### config.mk
export PLATFORM = sky130hd
export DESIGN_NAME = ir_pulse_width_frame_decoder_flat
export DESIGN_NICKNAME = d
export VERILOG_FILES = /design/src/irpw_pkg.sv /design/src/irpw_in_if.sv /design/src/irpw_out_if.sv /design/src/irpw_cfg_if.sv /design/src/irpw_cfg_regs.sv /design/src/irpw_core.sv /design/src/ir_pulse_width_frame_decoder.sv /design/src/flat_wrapper.sv
export SDC_FILE = /design/constraint.sdc
export NUM_CORES = 1
export LEC_CHECK = 0
export BUFFER_PORTS_ARGS = -buffer_cell sky130_fd_sc_hd__buf_4
export CAP_MARGIN = 20
export CELL_PAD_IN_SITES_DETAIL_PLACEMENT = 0
export CELL_PAD_IN_SITES_GLOBAL_PLACEMENT = 2
export CORE_ASPECT_RATIO = 1.75
export CORE_MARGIN = 10
export CORE_UTILIZATION = 41
export DETAILED_ROUTE_END_ITERATION = 12
export PLACE_DENSITY = 0.95
export SLEW_MARGIN = 25
export SYNTH_ARGS = -nofsm -noshare
export SYNTH_HDL_FRONTEND = slang
export SYNTH_SLANG_ARGS = --single-unit
export TNS_END_PERCENT = 50
### constraint.sdc
create_clock -name clk -period 7.7 [get_ports clk]
set_input_delay 2.31 -clock clk [delete_from_list [all_inputs] [get_ports clk]]
set_output_delay 2.31 -clock clk [all_outputs]
set_load 0.05 [all_outputs]
### src/irpw_pkg.sv
// Package for the IR pulse-width frame decoder.
// Holds the register map, the configuration and result types and the frame layout.
// No dependencies.
`default_nettype none

package irpw_pkg;

  localparam int CFG_W      = 13;  // width of every configuration register
  localparam int CFG_IDX_W  = 3;
  localparam int FRAME_BITS = 16;
  localparam int POS_W      = 5;   // holds a bit position up to FRAME_BITS
  localparam int FIELD_W    = 5;
  localparam int COUNT_W    = 2;

  // Register indexes on the configuration channel
  localparam logic [CFG_IDX_W-1:0] REG_ZERO_LOW_MIN  = 3'd0;
  localparam logic [CFG_IDX_W-1:0] REG_ZERO_LOW_MAX  = 3'd1;
  localparam logic [CFG_IDX_W-1:0] REG_ONE_LOW_MIN   = 3'd2;
  localparam logic [CFG_IDX_W-1:0] REG_ONE_LOW_MAX   = 3'd3;
  localparam logic [CFG_IDX_W-1:0] REG_HIGH_TIMEOUT  = 3'd4;
  localparam logic [CFG_IDX_W-1:0] REG_REPEAT_WINDOW = 3'd5;

  // Reset values
  localparam logic [CFG_W-1:0] RST_ZERO_LOW_MIN  = 13'd700;
  localparam logic [CFG_W-1:0] RST_ZERO_LOW_MAX  = 13'd900;
  localparam logic [CFG_W-1:0] RST_ONE_LOW_MIN   = 13'd1500;
  localparam logic [CFG_W-1:0] RST_ONE_LOW_MAX   = 13'd1700;
  localparam logic [CFG_W-1:0] RST_HIGH_TIMEOUT  = 13'd4000;
  localparam logic [CFG_W-1:0] RST_REPEAT_WINDOW = 13'd4000;

  typedef struct packed {
    logic [CFG_W-1:0] zero_low_min;
    logic [CFG_W-1:0] zero_low_max;
    logic [CFG_W-1:0] one_low_min;
    logic [CFG_W-1:0] one_low_max;
    logic [CFG_W-1:0] high_timeout;
    logic [CFG_W-1:0] repeat_window;
  } cfg_t;

  typedef struct packed {
    logic [FRAME_BITS-1:0] frame_word;
    logic [FIELD_W-1:0]    player_field;
    logic [FIELD_W-1:0]    data_field;
    logic [FIELD_W-1:0]    check_field;
    logic                  check_ok;
    logic                  frame_corrupt;
    logic [COUNT_W-1:0]    repeat_count;
  } result_t;

endpackage

`default_nettype wire

### src/irpw_in_if.sv
// Input channel: one receiver pin sample per transaction.
// Depends on nothing.
`default_nettype none

interface irpw_in_if;
  logic valid;
  logic ready;
  logic pin_level;

  modport source (output valid, output pin_level, input ready);
  modport sink   (input valid, input pin_level, output ready);
endinterface

`default_nettype wire

### src/irpw_out_if.sv
// Result channel: one decoded or aborted frame per transaction.
// Uses irpw_pkg for field widths.
`default_nettype none

interface irpw_out_if;
  logic                                             valid;
  logic                                             ready;
  logic [irpw_pkg::FRAME_BITS-1:0]                  frame_word;
  logic [irpw_pkg::FIELD_W-1:0]                     player_field;
  logic [irpw_pkg::FIELD_W-1:0]                     data_field;
  logic [irpw_pkg::FIELD_W-1:0]                     check_field;
  logic                                             check_ok;
  logic                                             frame_corrupt;
  logic [irpw_pkg::COUNT_W-1:0]                     repeat_count;

  modport source (output valid, output frame_word, output player_field, output data_field,
                  output check_field, output check_ok, output frame_corrupt,
                  output repeat_count, input ready);
  modport sink   (input valid, input frame_word, input player_field, input data_field,
                  input check_field, input check_ok, input frame_corrupt,
                  input repeat_count, output ready);
endinterface

`default_nettype wire

### src/irpw_cfg_if.sv
// Configuration write channel: register index and write data.
// Uses irpw_pkg for widths.
`default_nettype none

interface irpw_cfg_if;
  logic                            valid;
  logic                            ready;
  logic [irpw_pkg::CFG_IDX_W-1:0]  index;
  logic [irpw_pkg::CFG_W-1:0]      data;

  modport source (output valid, output index, output data, input ready);
  modport sink   (input valid, input index, input data, output ready);
endinterface

`default_nettype wire

### src/irpw_cfg_regs.sv
// Configuration register file for the IR frame decoder.
// Uses irpw_pkg (register map, cfg_t) and irpw_cfg_if.
`default_nettype none

module irpw_cfg_regs (
  input  wire logic      clk,
  input  wire logic      rst_n,
  irpw_cfg_if.sink       cfg_ch,
  output irpw_pkg::cfg_t cfg
);

  irpw_pkg::cfg_t cfg_r;

  assign cfg_ch.ready = 1'b1;
  assign cfg          = cfg_r;

  always_ff @(posedge clk) begin
    if (!rst_n) begin
      cfg_r.zero_low_min  <= irpw_pkg::RST_ZERO_LOW_MIN;
      cfg_r.zero_low_max  <= irpw_pkg::RST_ZERO_LOW_MAX;
      cfg_r.one_low_min   <= irpw_pkg::RST_ONE_LOW_MIN;
      cfg_r.one_low_max   <= irpw_pkg::RST_ONE_LOW_MAX;
      cfg_r.high_timeout  <= irpw_pkg::RST_HIGH_TIMEOUT;
      cfg_r.repeat_window <= irpw_pkg::RST_REPEAT_WINDOW;
    end else if (cfg_ch.valid) begin
      case (cfg_ch.index)
        irpw_pkg::REG_ZERO_LOW_MIN:  cfg_r.zero_low_min  <= cfg_ch.data;
        irpw_pkg::REG_ZERO_LOW_MAX:  cfg_r.zero_low_max  <= cfg_ch.data;
        irpw_pkg::REG_ONE_LOW_MIN:   cfg_r.one_low_min   <= cfg_ch.data;
        irpw_pkg::REG_ONE_LOW_MAX:   cfg_r.one_low_max   <= cfg_ch.data;
        irpw_pkg::REG_HIGH_TIMEOUT:  cfg_r.high_timeout  <= cfg_ch.data;
        irpw_pkg::REG_REPEAT_WINDOW: cfg_r.repeat_window <= cfg_ch.data;
        default: ;  // unmapped index, dropped
      endcase
    end
  end

endmodule

`default_nettype wire

### src/irpw_core.sv
// Decoder state and per-tick step logic: pulse timing, bit classification,
// frame assembly and repeat tracking. Uses irpw_pkg (cfg_t, result_t).
`default_nettype none

module irpw_core #(
  parameter int TIMER_BITS = 13
) (
  input  wire logic           clk,
  input  wire logic           rst_n,
  input  wire logic           step,
  input  wire logic           pin,
  input  wire irpw_pkg::cfg_t cfg,
  output logic                emit,
  output irpw_pkg::result_t   result
);

  localparam int CMP_W = (TIMER_BITS > irpw_pkg::CFG_W) ? TIMER_BITS : irpw_pkg::CFG_W;
  localparam logic [TIMER_BITS-1:0] TMAX = '1;
  localparam logic [TIMER_BITS-1:0] TONE = TIMER_BITS'(1);

  localparam logic [1:0] PH_IDLE = 2'd0;
  localparam logic [1:0] PH_HIGH = 2'd1;
  localparam logic [1:0] PH_LOW  = 2'd2;

  localparam logic [irpw_pkg::POS_W-1:0] POS_LAST = irpw_pkg::POS_W'(irpw_pkg::FRAME_BITS);
  localparam logic [irpw_pkg::COUNT_W-1:0] CNT_ONE = irpw_pkg::COUNT_W'(1);

  logic [1:0]                          phase_r, phase_nxt;
  logic [irpw_pkg::POS_W-1:0]          pos_r, pos_nxt, pos_inc;
  logic [irpw_pkg::FRAME_BITS-1:0]     shift_r, shift_nxt, shift_new;
  logic [TIMER_BITS-1:0]               dur_r, dur_nxt, dur_inc;
  logic                                rep_r, rep_nxt, rep_new;
  logic [irpw_pkg::COUNT_W-1:0]        frames_r, frames_nxt;
  logic [TIMER_BITS-1:0]               since_r, since_nxt, since_inc;

  logic [CMP_W-1:0] dur_x, since_x;
  logic             is_zero, is_one;
  logic [irpw_pkg::FIELD_W-1:0] pl, da, ck;

  assign dur_inc   = (dur_r == TMAX) ? TMAX : dur_r + TONE;
  assign since_inc = (since_r == TMAX) ? TMAX : since_r + TONE;
  assign dur_x     = CMP_W'(dur_r);
  assign since_x   = CMP_W'(since_r);

  // exclusive bounds, zero test wins
  assign is_zero = (dur_x > CMP_W'(cfg.zero_low_min)) && (dur_x < CMP_W'(cfg.zero_low_max));
  assign is_one  = (dur_x > CMP_W'(cfg.one_low_min))  && (dur_x < CMP_W'(cfg.one_low_max));

  assign shift_new = {shift_r[irpw_pkg::FRAME_BITS-2:0], ~is_zero};
  assign pos_inc   = pos_r + irpw_pkg::POS_W'(1);
  assign rep_new   = rep_r || ((frames_r == CNT_ONE) &&
                               (since_x <= CMP_W'(cfg.repeat_window)));

  assign pl = shift_new[14:10];
  assign da = shift_new[9:5];
  assign ck = shift_new[4:0];

  always_comb begin
    phase_nxt  = phase_r;
    pos_nxt    = pos_r;
    shift_nxt  = shift_r;
    dur_nxt    = dur_r;
    rep_nxt    = rep_r;
    frames_nxt = frames_r;
    since_nxt  = since_inc;
    emit       = 1'b0;
    // default is the abort report: bits so far, everything else zero
    result               = '0;
    result.frame_word    = shift_r;
    result.frame_corrupt = 1'b1;

    case (phase_r)
      PH_HIGH: begin
        if (pin) begin
          dur_nxt = dur_inc;
          if (CMP_W'(dur_inc) >= CMP_W'(cfg.high_timeout)) begin
            emit = 1'b1;
          end
        end else begin
          phase_nxt = PH_LOW;
          dur_nxt   = TONE;
        end
      end
      PH_LOW: begin
        if (!pin) begin
          dur_nxt = dur_inc;
        end else if (!is_zero && !is_one) begin
          emit = 1'b1;
        end else if (pos_inc == POS_LAST) begin
          // last bit: report the frame
          emit                 = 1'b1;
          frames_nxt           = rep_new ? frames_r + CNT_ONE : CNT_ONE;
          since_nxt            = '0;
          result.frame_word    = shift_new;
          result.player_field  = pl;
          result.data_field    = da;
          result.check_field   = ck;
          result.check_ok      = (ck == (pl ^ da));
          result.frame_corrupt = 1'b0;
          result.repeat_count  = frames_nxt;
        end else begin
          phase_nxt = PH_HIGH;
          dur_nxt   = '0;
          shift_nxt = shift_new;
          pos_nxt   = pos_inc;
          rep_nxt   = rep_new;
        end
      end
      default: begin
        phase_nxt = pin ? PH_IDLE : PH_LOW;
        if (!pin) begin
          dur_nxt = TONE;
        end
      end
    endcase

    // any report ends the frame
    if (emit) begin
      phase_nxt = PH_IDLE;
      pos_nxt   = '0;
      shift_nxt = '0;
      dur_nxt   = '0;
      rep_nxt   = 1'b0;
    end
  end

  always_ff @(posedge clk) begin
    if (!rst_n) begin
      phase_r  <= PH_IDLE;
      pos_r    <= '0;
      shift_r  <= '0;
      dur_r    <= '0;
      rep_r    <= 1'b0;
      frames_r <= '0;
      since_r  <= '0;
    end else if (step) begin
      phase_r  <= phase_nxt;
      pos_r    <= pos_nxt;
      shift_r  <= shift_nxt;
      dur_r    <= dur_nxt;
      rep_r    <= rep_nxt;
      frames_r <= frames_nxt;
      since_r  <= since_nxt;
    end
  end

endmodule

`default_nettype wire

### src/ir_pulse_width_frame_decoder.sv
// Top level of the IR pulse-width frame decoder: input register, decoder core,
// result register and configuration registers. Uses irpw_pkg, the three channel
// interfaces, irpw_cfg_regs and irpw_core.
//
//   channel  direction  transaction carries
//   -------  ---------  ---------------------------------------------------------
//   in_ch    sink       pin_level, one sample per microsecond tick
//   out_ch   source     frame_word, player/data/check fields, check_ok,
//                       frame_corrupt, repeat_count
//   cfg_ch   sink       index (0..5) and 13-bit data, always ready
//
// One sample per cycle is accepted unless the result register stalls; each sample
// goes input register -> step logic -> result register, which offers the result
// of the sample that ends the frame. Most samples give no result and only update
// state. A stalled result register holds the step stage; the input register still
// takes one more sample. Synchronous active-low reset restores the register
// defaults and puts the decoder in its wait-for-low state with no history.
`default_nettype none

module ir_pulse_width_frame_decoder #(
  parameter int TIMER_BITS = 13  // duration and since-frame counter width, 12..16
) (
  input wire logic    clk,
  input wire logic    rst_n,
  irpw_in_if.sink     in_ch,
  irpw_out_if.source  out_ch,
  irpw_cfg_if.sink    cfg_ch
);

  irpw_pkg::cfg_t    cfg;
  irpw_pkg::result_t core_res;
  irpw_pkg::result_t res_r;
  logic              core_emit;

  logic in_valid_r;
  logic in_pin_r;
  logic out_valid_r;
  logic advance;

  // sample moves into the step logic when the result register has room
  assign advance     = in_valid_r && (!out_valid_r || out_ch.ready);
  assign in_ch.ready = !in_valid_r || advance;

  irpw_cfg_regs u_cfg (
    .clk    (clk),
    .rst_n  (rst_n),
    .cfg_ch (cfg_ch),
    .cfg    (cfg)
  );

  irpw_core #(
    .TIMER_BITS (TIMER_BITS)
  ) u_core (
    .clk    (clk),
    .rst_n  (rst_n),
    .step   (advance),
    .pin    (in_pin_r),
    .cfg    (cfg),
    .emit   (core_emit),
    .result (core_res)
  );

  // input register
  always_ff @(posedge clk) begin
    if (!rst_n) begin
      in_valid_r <= 1'b0;
    end else if (in_ch.valid && in_ch.ready) begin
      in_valid_r <= 1'b1;
    end else if (advance) begin
      in_valid_r <= 1'b0;
    end
  end

  always_ff @(posedge clk) begin
    if (in_ch.valid && in_ch.ready) begin
      in_pin_r <= in_ch.pin_level;
    end
  end

  // result register
  always_ff @(posedge clk) begin
    if (!rst_n) begin
      out_valid_r <= 1'b0;
    end else if (advance && core_emit) begin
      out_valid_r <= 1'b1;
    end else if (out_ch.ready) begin
      out_valid_r <= 1'b0;
    end
  end

  always_ff @(posedge clk) begin
    if (advance && core_emit) begin
      res_r <= core_res;
    end
  end

  assign out_ch.valid         = out_valid_r;
  assign out_ch.frame_word    = res_r.frame_word;
  assign out_ch.player_field  = res_r.player_field;
  assign out_ch.data_field    = res_r.data_field;
  assign out_ch.check_field   = res_r.check_field;
  assign out_ch.check_ok      = res_r.check_ok;
  assign out_ch.frame_corrupt = res_r.frame_corrupt;
  assign out_ch.repeat_count  = res_r.repeat_count;

endmodule

`default_nettype wire

### src/flat_wrapper.sv
// flat-port wrapper written by rule: the top's interface ports become plain ports
module ir_pulse_width_frame_decoder_flat 
#(
  parameter int TIMER_BITS = 13                                                   
)
  (clk, rst_n, in_ch_valid, in_ch_pin_level, in_ch_ready, out_ch_valid, out_ch_frame_word, out_ch_player_field, out_ch_data_field, out_ch_check_field, out_ch_check_ok, out_ch_frame_corrupt, out_ch_repeat_count, out_ch_ready, cfg_ch_valid, cfg_ch_index, cfg_ch_data, cfg_ch_ready);
  irpw_in_if in_ch_i ();
  irpw_out_if out_ch_i ();
  irpw_cfg_if cfg_ch_i ();
  input wire logic clk;
  input wire logic rst_n;
  input wire logic [$bits(in_ch_i.valid)-1:0] in_ch_valid;
  input wire logic [$bits(in_ch_i.pin_level)-1:0] in_ch_pin_level;
  output wire logic [$bits(in_ch_i.ready)-1:0] in_ch_ready;
  output wire logic [$bits(out_ch_i.valid)-1:0] out_ch_valid;
  output wire logic [$bits(out_ch_i.frame_word)-1:0] out_ch_frame_word;
  output wire logic [$bits(out_ch_i.player_field)-1:0] out_ch_player_field;
  output wire logic [$bits(out_ch_i.data_field)-1:0] out_ch_data_field;
  output wire logic [$bits(out_ch_i.check_field)-1:0] out_ch_check_field;
  output wire logic [$bits(out_ch_i.check_ok)-1:0] out_ch_check_ok;
  output wire logic [$bits(out_ch_i.frame_corrupt)-1:0] out_ch_frame_corrupt;
  output wire logic [$bits(out_ch_i.repeat_count)-1:0] out_ch_repeat_count;
  input wire logic [$bits(out_ch_i.ready)-1:0] out_ch_ready;
  input wire logic [$bits(cfg_ch_i.valid)-1:0] cfg_ch_valid;
  input wire logic [$bits(cfg_ch_i.index)-1:0] cfg_ch_index;
  input wire logic [$bits(cfg_ch_i.data)-1:0] cfg_ch_data;
  output wire logic [$bits(cfg_ch_i.ready)-1:0] cfg_ch_ready;
  assign in_ch_i.valid = in_ch_valid;
  assign in_ch_i.pin_level = in_ch_pin_level;
  assign in_ch_ready = in_ch_i.ready;
  assign out_ch_valid = out_ch_i.valid;
  assign out_ch_frame_word = out_ch_i.frame_word;
  assign out_ch_player_field = out_ch_i.player_field;
  assign out_ch_data_field = out_ch_i.data_field;
  assign out_ch_check_field = out_ch_i.check_field;
  assign out_ch_check_ok = out_ch_i.check_ok;
  assign out_ch_frame_corrupt = out_ch_i.frame_corrupt;
  assign out_ch_repeat_count = out_ch_i.repeat_count;
  assign out_ch_i.ready = out_ch_ready;
  assign cfg_ch_i.valid = cfg_ch_valid;
  assign cfg_ch_i.index = cfg_ch_index;
  assign cfg_ch_i.data = cfg_ch_data;
  assign cfg_ch_ready = cfg_ch_i.ready;
  ir_pulse_width_frame_decoder #(.TIMER_BITS(TIMER_BITS)) u_core (.clk(clk), .rst_n(rst_n), .in_ch(in_ch_i), .out_ch(out_ch_i), .cfg_ch(cfg_ch_i));
endmodule
Word level (Yosys, flattened, before mapping)
Index checks and enable logic that the tools add are counted.
{"block": "word_totals", "ff_bits": 168, "latch_bits": 0, "mem_bits_rw": 0, "romBits": 0, "in_bits": 22, "output_inout_bits": 38, "wordCells": 141, "mem_count": 0}
{"block": "op_classes", "addsub": 4, "multipliers": 0, "n_div": 0, "magnitude_cmp": 6, "eq_ne": 21, "shifts": 0, "muxes": 50, "n_bitwise": 6, "reduce_logical": 31}
{"cell": "$mux W13", "count": 12}
{"cell": "$mux W35", "count": 4}
{"cell": "$mux W16", "count": 5}
{"cell": "$add A13 B1 Y13 const B", "count": 2}
{"cell": "$eq A13 B13 Y1 const B", "count": 2}
{"cell": "$gt A13 B13 Y1", "count": 2}
{"cell": "$lt A13 B13 Y1", "count": 2}
{"cell": "$pmux W13 S2", "count": 1}
{"cell": "$mux W5", "count": 5}
{"cell": "$reduce_and A5 Y1", "count": 3}
{"cell": "$mux W1", "count": 14}
{"cell": "$mux W2", "count": 7}
{"cell": "$ge A13 B13 Y1", "count": 1}
{"cell": "$le A13 B13 Y1", "count": 1}
{"cell": "$ne A4 B3 Y1 const B", "count": 3}
{"cell": "$reduce_and A2 Y1", "count": 6}
{"cell": "$ne A3 B2 Y1 const B", "count": 3}
{"cell": "$reduce_bool A2 Y1", "count": 4}
{"cell": "$logic_and A1 B1 Y1", "count": 7}
{"cell": "$eq A3 B2 Y1 const B", "count": 2}
{"cell": "$eq A3 B3 Y1 const B", "count": 2}
{"cell": "$add A5 B1 Y5 const B", "count": 1}
{"cell": "$eq A5 B5 Y1", "count": 1}
{"cell": "$eq A5 B5 Y1 const B", "count": 1}
{"cell": "other kinds (16)", "count": 27}

Depth between registers and ports, before layout
Gate-level depths: netlist (run 1).
{"block": "depth", "depth_word": 9, "depth_mapped": 20}

Cells and area by module
A second synthesis (run 1) with hierarchy kept.
{"block": "hier_totals", "hier_cells": 968, "hier_area_um2": 9083.7}
{"module": "irpw_core", "instances": 1, "cells_each": 631, "area_each_um2": 4863.4, "seq_area_each_um2": 1041.0}
{"module": "irpw_cfg_regs", "instances": 1, "cells_each": 288, "area_each_um2": 3026.7, "seq_area_each_um2": 1561.5}
{"module": "ir_pulse_width_frame_decoder", "instances": 1, "cells_each": 49, "area_each_um2": 1193.6, "seq_area_each_um2": 1121.1}

Least setup slack after synthesis (run 1)
Ideal clock, no wire load.
{"block": "synth_path", "path_type": "in2out", "startpoint": "input port out_ch_ready", "endpoint": "output port in_ch_ready", "t_arrival_ns": 2.793, "setup_slack_ns": 2.597, "cell_stages": 1, "cell_sequence": "nand3b_1"}
{"block": "synth_via", "elab_chain_len": 3}
{"element": "start: declaration", "line": "flat_wrapper.sv:23", "rtl": "input wire logic [$bits(out_ch_i.ready)-1:0] out_ch_ready;"}
{"element": "$logic_or A1 B1 Y1", "line": "ir_pulse_width_frame_decoder.sv:41", "rtl": "assign advance = in_valid_r && (!out_valid_r || out_ch.ready);"}
{"element": "$logic_and A1 B1 Y1", "line": "ir_pulse_width_frame_decoder.sv:41"}
{"element": "$logic_or A1 B1 Y1", "line": "ir_pulse_width_frame_decoder.sv:42", "rtl": "assign in_ch.ready = !in_valid_r || advance;"}
{"element": "end: declaration", "line": "flat_wrapper.sv:14", "rtl": "output wire logic [$bits(in_ch_i.ready)-1:0] in_ch_ready;"}
No other way between the ends.

Final worst setup path (run 1)
Ends and elaborated chain as after synthesis.

==> reports/results.ini, run 1 <==
[setup_path]
r2r_setup_slack_ns=2.93
criticalPathCategory=input pin to output port
reg2regPathDepth=18
cp.required_ns=5.39
path_common_cell=buf_4
cp_max_fo=3
cpPeakStageDelay_ns=0.21
crit_arrival_ns=2.81
crit_slowest_cell=buf_4
reg2reg_to=u_core.u_core.pos_r[0]
critPathCaptureType=output port
timing.rr.start=u_core.u_core.dur_r[1]
cp-start-kind=input pin
path_cells=buf_4 > nand3b_1 > buf_4

[cts]
cts_resized=0
cts.sinks=168
clock_path_buffers=2
root_buffer=clkbuf_16
insertion_delay_ns=0.44
postCtsHoldBufs=0
post_cts.repair.setup_buffers=0
h-tree-depth=4
clk_pin_slew_worst_paths_ns=0.06
cts_tree=yes
numCtsBuffers=17

[cells_and_area]
fill_cells=1985
multi_input_area_um2=4350
drive_gt1_share_pct=11.6
insertedDiodeCount=0
regArea_um2=3720
layout.nets=1104
area.growth.synth_to_final_pct=14.8

[synthesis]
synth-async-reset-ratio_pct=0
synth.distinct_cells=60
ys.flop_type=dfxtp_1
synthCells=954
yosys_register_bits=168
ys.warnings.count=0
synth_seq_area_share_pct=43.5
netlist_area_um2=8560
syn_avg_cell_area_um2=8.97
synth_nets=1058
synth_edf_count=36

[timing]
fin_crit_sh_pct=66.5
slew_violations=0
fin_skew_ns=0.00839
setup_viol=0
final-hold-violation-count=0
max_clock_freq_mhz=195
layout_min_cycle_time_ns=5.12
rsz0062_at_grt=no
tightest_slew_ns=0.852
tns_ns=0
slew_headroom_pct=43.0

[global_routing]
grt_overflow=0
grt_pass1_vias=6702
antenna_found_initial=0
grt_pass1_wl_um=35500
grt_max_degree=54
track_usage_pct=16.8

[detailed_routing]
routedLengthMet1_um=8780
route.met3.wl_um=865
drt_iter0_drc=392
drc_errors=0
vias=6814
firstDrtPassIters=4
postRouteAntennaNets=0
routed.top_layer=met4
met2WireLength_um=12000
drt-wirelength-per-cell_um=17.7
wirelength_um=22300
routed_via_density=5.40

[min_path]
hold_start=u_core.u_cfg.cfg[17]
hold_path_class=flip-flop to flip-flop
min_path_cells=2
min_to=u_core.u_cfg.cfg[17]

[power]
p_leak_nw=4.43
ir_drop_mv=0.114
powerDensity_nw_per_um2=194
power_mw=1.91

[floorplanning]
initial_core_util_pct=41.8
io_pins=60
fp.dieW_um=129
rows=69
die_area_um2=27300
core_um2=20500
die_h_um=211

[placed_design]
place.gp.congestion=0.904
numPortBuffers=58
dp_hpwl_um=16500

[flow_run]
maxCapViolCount=0

[status]
outcome=finished clean

## worst max-delay path: cells and delay by family
kind          cells  cell delay (ns)
buf+inv           2             0.32
simple gates      1             0.17
## sequential cells by signal (all words and copies together) (netlist names), 2 cells and up
signal                      cells
u_core.u_core.frames_r          2
u_core.u_core.pos_r             5
u_core.u_core.phase_r           2
u_core.out_ch.player_field      5
u_core.out_ch.repeat_count      2
u_core.out_ch.data_field        5
u_core.u_cfg.cfg               78
u_core.u_core.dur_r            13
u_core.u_core.shift_r          16
u_core.out_ch.frame_word       16
u_core.out_ch.check_field       5
u_core.u_core.since_r          13
## final cells by class
class,instances,share of cell area (%)
multi-input cells,660,44.3
flip-flops and latches,168,37.9
repair buffers,66,5.04
clock buffers,19,4.51
inverters,87,3.32
well taps,248,3.16
clock inverters,13,1.73
## power by group
part	internal, mW	switching (mW)	total (mW)
Clock	0.524	0.372	0.896
Combinational	0.0310	0.0655	0.0965
Sequential	0.908	0.00658	0.914
Total	1.46	0.444	1.91
## per-layer routing
metal / up-vias / global-route usage, %
li1: 3451 / -
met1: 3208 / 17.7
met2: 119 / 30.8
met3: 36 / 3.57
met4: 0 / 7.80
met5: - / 0
## cells by family after synthesis
group | Yosys count | share of synthesized area [%]
AO/OA/AOI/OAI | 242 | 19.4
XOR/XNOR | 19 | 1.94
adder cells (fa/ha/maj) | 82 | 12.0
buffers and inverters | 126 | 5.73
flip-flops | 168 | 43.5
multiplexers | 3 | 0.366
other | 1 | 0.0438
AND/OR/NAND/NOR | 313 | 17.0
## placed cells by master (no fill, tap or decap), types with 3 or more instances in the layout
cell type	count
xor2_1	9
bufinv_16	3
nor3_1	11
nand2_1	168
edfxtp_1	36
a211oi_1	6
a22o_1	28
clkbuf_16	17
o21ai_0	16
dfxtp_1	132
and3_1	10
nand3_1	25
a21oi_1	88
nor2_1	27
inv_6	3
inv_1	85
nor4_1	3
a31oi_1	4
nand4_1	18
ha_1	82
o211ai_1	37
nand2b_1	7
xnor2_1	10
nor2b_1	11
a21o_1	32
buf_4	66
o221a_2	3
and2_1	20
or2_2	3
## metrics by stage
step	setup WS, ns	std cells	cell area, µm²	util, %	hold WS [ns]
floorplan	2.60	954	8560	-	0.432
global placement	2.59	1229	9210	45.0	0.442
global route	2.53	1261	9820	48.0	0.471
detailed placement	2.58	1229	9210	45.0	0.446
CTS	2.58	1261	9820	48.0	0.456
finish	2.58	1261	9820	48.0	0.453
## synthesized netlist by cell type, drive strengths merged (3+ instances only)
cell     instances  area (µm²)
a22o            28         245
nand2b           7        43.8
nand3           25         125
a31oi            4        25.0
dfxtp          132        2640
buf             12        62.6
nand2          169         637
nand4           18         113
a211oi           8        70.1
nor2            27         101
xnor2           10        87.6
ha              82        1030
xor2             9        78.8
o21ai           18        90.1
and3            10        62.6
o211ai          37         278
inv             86         323
a21o            32         240
o221a            3        33.8
a21oi           89         449
clkbuf          27         101
and2            20         125
nor4             4        25.0
nor2b           11        68.8
a2111oi          3        57.6
nor3            14        92.6
edfxtp          36        1080
or2              3        18.8
## worst max-delay path by stage
stage                           startpoint                        end  slack (ns)
CTS                           out_ch_ready                in_ch_ready        2.58
global placement              out_ch_ready                in_ch_ready        2.59
floorplan                     out_ch_ready                in_ch_ready        2.60
finish                        out_ch_ready                in_ch_ready        2.58
global route        u_core.u_core.dur_r[1]  u_core.u_core.shift_r[10]        2.53
detailed placement            out_ch_ready                in_ch_ready        2.58
(Power assumes the default switching activity.)
==> inputs of run 2 (changes only) <==
Settings changed: CORE_UTILIZATION 41 to 38, PLACE_DENSITY 0.95 to 0.9.
Clock period 7.7 ns to 4.9 ns, I/O delays scaled along.
==> reports/results.ini, run 2 (same netlist as run 1, synthesis figures left out) <==
[status]
outcome=finished clean

[cts]
numCtsBuffers=17
cts_resized=0
cts.sinks=168
post_cts.repair.setup_buffers=0
cts_tree=yes
root_buffer=clkbuf_16
insertion_delay_ns=0.44
clk_pin_slew_worst_paths_ns=0.07
postCtsHoldBufs=0
h-tree-depth=4
clock_path_buffers=2

[floorplanning]
initial_core_util_pct=38.6
io_pins=60
core_um2=22200
rows=72
die_area_um2=29200
die_h_um=219
fp.dieW_um=133

[detailed_routing]
drt-wirelength-per-cell_um=17.4
vias=6749
wirelength_um=22900
postRouteAntennaNets=0
firstDrtPassIters=4
routed_via_density=5.14
drc_errors=0
drt_iter0_drc=332

[placed_design]
place.gp.congestion=0.859
numPortBuffers=58
dp_hpwl_um=17200
post-place-ws_ns=0.669

[timing]
setup_viol=0
layout_setup_ws_ns=0.655
tns_ns=0
fin_crit_sh_pct=86.6
layout_min_cycle_time_ns=4.24
max_clock_freq_mhz=236
tightest_slew_ns=0.791
final-hold-violation-count=0
slew_headroom_pct=47.3
fin_skew_ns=0.0146
timing.hold.ws_ns=0.455
slew_violations=0
rsz0062_at_grt=no

[global_routing]
grt_overflow=0
antenna_found_initial=0
track_usage_pct=16.2
grt_max_degree=50
grt_pass1_vias=6868
grt_pass1_wl_um=37100

[setup_path]
path_cells=ha_1 > nand2_1 > nor2_1 > nand4_1 > nor2_1 > nand2_1 > o21ai_0 > ha_1 > a21o_1 > a21o_1 > a21oi_1 > o21ai_0 > a2bb2oi_1 > a21oi_2 > nand2_2 > inv_2 > nor3_4 > mux2_2
crit_arrival_ns=4.62
cp_top_family=simple AND/OR/NAND/NOR gates
criticalPathCategory=flip-flop to flip-flop
cp_max_fo=18
crit_buf_inv=1
crit_slowest_cell=nor3_4
cp-start-kind=flip-flop
cpPeakStageDelay_ns=0.56
r2r_setup_slack_ns=0.66
cp.required_ns=5.28
critPathCaptureType=flip-flop

[power]
powerDensity_nw_per_um2=298
ir_drop_mv=0.169
power_mw=2.95
p_leak_nw=4.44

[cells_and_area]
drive_gt1_share_pct=11.9
insertedDiodeCount=0
layout.nets=1107
largest_reg_flops=78
layout_common_cells=nand2_1, dfxtp_1, a21oi_1, inv_1, ha_1
fill_cells=2291
area.growth.synth_to_final_pct=15.5
final_common_cell=nand2_1

[min_path]
hold_path_class=flip-flop to flip-flop

[flow_run]
maxCapViolCount=0

-- run 2: final cells by class --
type	instances	area (µm²)	area share [%]
clock buffers	18	439	4.45
repair buffers	69	518	5.24
flip-flops and latches	168	3720	37.7
multi-input cells	660	4350	44.1
clock inverters	14	148	1.49
well taps	296	370	3.75
inverters	87	327	3.31
-- run 2: per-layer routing --
metal | global-route usage (%) | wire length, µm
met1 | 17.0 | 8970
met2 | 29.9 | 12300
met3 | 3.28 | 733
met4 | 8.23 | 868
met5 | 0 | 0
-- run 2: worst reg2reg max path: stages, from the launching register on --
cell and delay (ns):
dfxtp_1 0.48, ha_1 0.27, nand2_1 0.07, nor2_1 0.20
nand4_1 0.21, nor2_1 0.26, nand2_1 0.29, o21ai_0 0.22
ha_1 0.29, a21o_1 0.17, a21o_1 0.17, a21oi_1 0.12
o21ai_0 0.10, a2bb2oi_1 0.27, a21oi_2 0.09, nand2_2 0.10
inv_2 0.06, nor3_4 0.56, mux2_2 0.27
-- run 2: path summary, 6_finish.rpt --
| path | start | end | cells past startpoint |
|---|---|---|---|
| setup / recovery | u_core.u_core.dur_r[1] | u_core.u_core.pos_r[0] | 18 |
| hold / removal | u_core.u_cfg.cfg[14] | u_core.u_cfg.cfg[14] | 2 |
| setup reg to reg | u_core.u_core.dur_r[1] | u_core.u_core.pos_r[0] | 18 |
| hold reg to reg | u_core.u_cfg.cfg[14] | u_core.u_cfg.cfg[14] | 2 |
-- run 2: power breakdown --
group | internal, mW | total, mW | switching [mW]
registers | 1.43 | 1.44 | 0.0104
logic | 0.0498 | 0.153 | 0.103
clock network | 0.768 | 1.36 | 0.590
-- run 2: through the flow --
step | instances | util [%] | cell area [µm²]
2_1_floorplan | 954 | - | 8560
3_3_place_gp | 1280 | 41.9 | 9290
3_5_place_dp | 1280 | 41.9 | 9290
4_1_cts | 1312 | 44.6 | 9880
5_1_grt | 1312 | 44.6 | 9880
6_report | 1312 | 44.6 | 9880
